`src/design/mpfl_pool_table.sv`:
```
module mpfl_pool_table #(
   parameter int NUM_POOLS = 8,
   parameter int POOL_SIZE = 1024,
   localparam int PW = (NUM_POOLS > 1) ? $clog2(NUM_POOLS) : 1,
   localparam int CW = $clog2(POOL_SIZE + 1)
) (
   input  logic          clock,
   input  logic          reset,
   input  logic [PW-1:0] rd_pool,
   output logic [CW-1:0] rd_top,
   output logic [CW-1:0] rd_low,
   input  logic          wr_en,
   input  logic [PW-1:0] wr_pool,
   input  logic [CW-1:0] wr_top,
   input  logic [CW-1:0] wr_low
);

   logic [2*CW-1:0]      table_mem [NUM_POOLS];
   logic [NUM_POOLS-1:0] valid_ff;
   logic [2*CW-1:0]      rd_q_ff;

   always_ff @(posedge clock) begin
      if (reset) begin
         valid_ff <= '0;
      end else if (wr_en) begin
         valid_ff[wr_pool] <= 1'b1;
      end
   end

   always_ff @(posedge clock) begin
      if (wr_en) begin
         table_mem[wr_pool] <= {wr_low, wr_top};
      end
      if (valid_ff[rd_pool]) begin
         rd_q_ff <= table_mem[rd_pool];
      end else begin
         rd_q_ff <= {CW'(POOL_SIZE), CW'(POOL_SIZE)};
      end
   end

   assign rd_top = rd_q_ff[CW-1:0];
   assign rd_low = rd_q_ff[2*CW-1:CW];

endmodule

```
`config.mk`:
```
export PLATFORM = sky130hd
export DESIGN_NAME = mpfl_pool_table
export DESIGN_NICKNAME = d
export VERILOG_FILES = /design/src/design/mpfl_pool_table.sv
export SDC_FILE = /design/constraint.sdc
export NUM_CORES = 1
export LEC_CHECK = 0
export CAP_MARGIN = 20
export CELL_PAD_IN_SITES_DETAIL_PLACEMENT = 0
export CELL_PAD_IN_SITES_GLOBAL_PLACEMENT = 1
export CORE_MARGIN = 3
export CORE_UTILIZATION = 39
export CTS_CLUSTER_SIZE = 10
export DETAILED_ROUTE_END_ITERATION = 8
export DONT_BUFFER_PORTS = 1
export PLACE_DENSITY_LB_ADDON = 0.1
export RECOVER_POWER = 25
export SETUP_SLACK_MARGIN = 0.2
export SYNTH_ARGS = -nofsm -noshare
export SYNTH_HDL_FRONTEND = slang
export SYNTH_SLANG_ARGS = --single-unit
```
`constraint.sdc`:
```
create_clock -name clock -period 10.9 [get_ports clock]
set_clock_uncertainty 0.2 [all_clocks]
set_input_delay 1.09 -clock clock [delete_from_list [all_inputs] [get_ports clock]]
set_output_delay 1.09 -clock clock [all_outputs]
set_load 0.01 [all_outputs]
```
==> reports/metrics.csv <==
metric,value,unit
synth_top_flop_cell,sky130_fd_sc_hd__edfxtp_1,
grt_setup_unrepaired,no,
ant_nets,0,
global_route_wire_length_before_repair,22100,um
seq_power_share,0.540,
cell_internal_pwr,1.34,mW
seq_area_frac_synth,0.781,
cts_post_setup_buffers_inserted,0,
synth_compound_gate_area_share,0.00631,
number_of_global_route_vias_before_repair,3521,
grt_usage,0.138,
post_synth.cell_area_avg,22.5,um2
switching_share,0.188,
power.combinational.fraction,0.032,
routed_via_density,5.10,
synth.lib_cells_used.distinct,20,
min_delay_worst_endpoint,valid_ff[0],
whs_path_depth,2,
filler_cell_count,1609,
path_clk_slew,50,ps
die_area,21000,um2
post_synth_and_or_nand_nor_area_fraction,0.0329,
clock_sink_count,206,
post_synth_top_cells,"176 x sky130_fd_sc_hd__edfxtp_1, 46 x sky130_fd_sc_hd__mux4_2, 30 x sky130_fd_sc_hd__dfxtp_1",
regArea,5890,um2
yosysTopAreaCellShare,0.701,
placement.io_buffers,0,
place.detailed.instances,589,
final-instance-count-excl-fill,633,
route.vias.total,3228,
fp.dieW,145,um
final_hold_viol_count,0,
power.share.clock,0.428,
syn_to_final_growth,13.8,%
arrival_worst_endpoint,2600,ps
holdCritPathClass,reg2reg,
synth_mux_area_frac,0.167,
cts_repair_resize_count,0,
maximum_number_of_pins_on_one_net_before_global_route_repair,47,
tritoncts,built,
final-setup-viol-count,0,
numCtsBuffers,24,
worstSetupEndpointType,register,
number_of_standard_cell_rows_in_the_floorplan,50,
hpwl,7630,um
synth-edff-count,176,
worstSetupPathType,in2reg,
timing.max_slew.rel_slack,0.427,
switching_power,0.309,mW
crit_fanout,46,
synth_warnings,0,
r2r-end,rd_q_ff[10],
floorplan.initialDensity,0.400,
post_synth_main_area_contributors,"sky130_fd_sc_hd__edfxtp_1 70%, sky130_fd_sc_hd__mux4_2 14%, sky130_fd_sc_hd__dfxtp_1 8.0%, sky130_fd_sc_hd__mux2i_1 2.7%, sky130_fd_sc_hd__nor2_2 1.7%",
layout_min_cycle_time,2360,ps
cellLeakagePower,2.75,nW
fmax,0.423,GHz
globalplace.congestion,0.662,
main_combinational_cell_family_by_area_after_synthesis,multiplexers,
global_route.overflow_total,0,
outcome,"finished, final reports clean",
mappedNetlistArea,7540,um2
cellPowerDensity,192,nW/um2
multiInputGateArea,1600,um2
max_slew.worst_pin.slew,854,ps
worstHoldStart,valid_ff[0],
critical_path.startpoint_type,primary input,
rrSetupSlack,8860,ps
setup_slack,8540,ps
wirelength,14400,um
io-pin-count,53,
grt_antenna_before_repair,0,
finalCritPeriodShare,0.217,
ys_ff_latch,206,
cts_max_path_buffers,3,
syn_nets,366,
antenna_cells,0,
drv_slew,0,
post_synth_fa_ha_maj_area_fraction,0,
dieHeight,145,um
netlist.top_cell.by_area,sky130_fd_sc_hd__edfxtp_1,
synth-async-reset-ratio,0,
root_buffer,sky130_fd_sc_hd__clkbuf_16,
synthCells,335,
drt_first_pass_iters,4,
dr.first_iter.drc_count,190,
synth_most_common_cell,sky130_fd_sc_hd__edfxtp_1,
dpl_worst_slack,8000,ps
max-cap-violations,0,
required,11140,ps
post_synth_xor_area_fraction,0,
reg2regPathDepth,4,
avgRoutedWirePerCell,22.7,um
drive_gt1_frac,0.298,
setup-tns-final,0,ps
h_tree_lvl_count,1,
cts_hold_buffers,0,
reg2reg_from,valid_ff[5],
route.detailed.drc,0,
clk-insertion-delay-late,500,ps
floorplan.core_area,18800,um2
layout.nets,386,
fin_hold_ws,268,ps
peakVddDrop,0.0979,mV
## area by class of cell
| class | instances | area share |
|---|---|---|
| multi-input cells | 114 | 0.187 |
| clock buffers | 43 | 0.0808 |
| flip-flops and latches | 206 | 0.686 |
| clock inverters | 1 | 0.000583 |
| repair buffers | 9 | 0.00788 |
| well taps | 260 | 0.0379 |
## worst max path at each step
stage	startpoint	to	slack (ps)	cells after the start
after floorplan	wr_pool[0]	table_mem[0][0]	6670	1
after CTS	rd_pool[0]	rd_q_ff[20]	8530	4
after global placement	rd_pool[0]	rd_q_ff[3]	8050	4
after global routing	rd_pool[0]	rd_q_ff[10]	8480	4
final	rd_pool[0]	rd_q_ff[10]	8540	4
after detailed placement	rd_pool[0]	rd_q_ff[12]	8000	4
## flip-flops by register name, indices dropped and copies added, names as in the netlist
name / cells
table_mem: 176
valid_ff: 8
rd_q_ff: 22
## critical path: stages
cell                      delay (ps)
sky130_fd_sc_hd__mux4_2          510
sky130_fd_sc_hd__mux2i_4         440
sky130_fd_sc_hd__buf_4           390
sky130_fd_sc_hd__a211o_1         140
## cells by family after synthesis
kind of cell    Yosys count
simple gates             42
buf+inv                  15
compound gates            5
flops                   206
mux                      67
## placed cells by master (no fill, tap or decap)
cell type | synthesis | final
sky130_fd_sc_hd__a211o_1 | 2 | 2
sky130_fd_sc_hd__and4b_1 | 2 | 2
sky130_fd_sc_hd__buf_4 | 5 | 9
sky130_fd_sc_hd__clkbuf_1 | 6 | 18
sky130_fd_sc_hd__clkbuf_16 | 0 | 25
sky130_fd_sc_hd__clkinv_2 | 0 | 1
sky130_fd_sc_hd__dfxtp_1 | 30 | 30
sky130_fd_sc_hd__edfxtp_1 | 176 | 176
sky130_fd_sc_hd__mux2i_1 | 20 | 20
sky130_fd_sc_hd__mux2i_4 | 1 | 1
sky130_fd_sc_hd__mux4_2 | 46 | 46
sky130_fd_sc_hd__nand2_1 | 2 | 2
sky130_fd_sc_hd__nor2_1 | 11 | 10
sky130_fd_sc_hd__nor2_2 | 20 | 21
sky130_fd_sc_hd__nor2b_1 | 2 | 2
sky130_fd_sc_hd__nor3_2 | 0 | 1
sky130_fd_sc_hd__nor3b_2 | 0 | 1
sky130_fd_sc_hd__nor4b_2 | 0 | 1
sky130_fd_sc_hd__nor4bb_4 | 0 | 2
sky130_fd_sc_hd__o21ba_2 | 3 | 3
## power by group through the flow
| stage | combinational (mW) | sequential, mW | clock (mW) |
|---|---|---|---|
| 6_report | 0.0524 | 0.890 | 0.706 |
| 5_1_grt | 0.0569 | 0.892 | 0.764 |
| 4_1_cts | 0.0541 | 0.890 | 0.730 |
| 3_5_place_dp | 0.0541 | 0.906 | 0 |
| 3_3_place_gp | 0.0539 | 0.905 | 0 |
| 2_1_floorplan | 0.0524 | 0.904 | 0 |
## metrics by stage
step / cell area [um2] / power (mW) / utilization
6_report: 8580 / 1.65 / 0.456
5_1_grt: 8580 / 1.71 / 0.456
4_1_cts: 8580 / 1.67 / 0.456
3_5_place_dp: 7880 / 0.960 / 0.419
3_3_place_gp: 7880 / 0.959 / 0.419
2_1_floorplan: 7540 / 0.956 / -
## metal layers
| metal | GRT usage | share of wire |
|---|---|---|
| met1 | 0.191 | 0.45 |
| met2 | 0.223 | 0.48 |
| met3 | 0.0350 | 0.049 |
| met4 | 0.0323 | 0.019 |
| met5 | 0 | 0 |
Power figures use the tool's default switching activity.
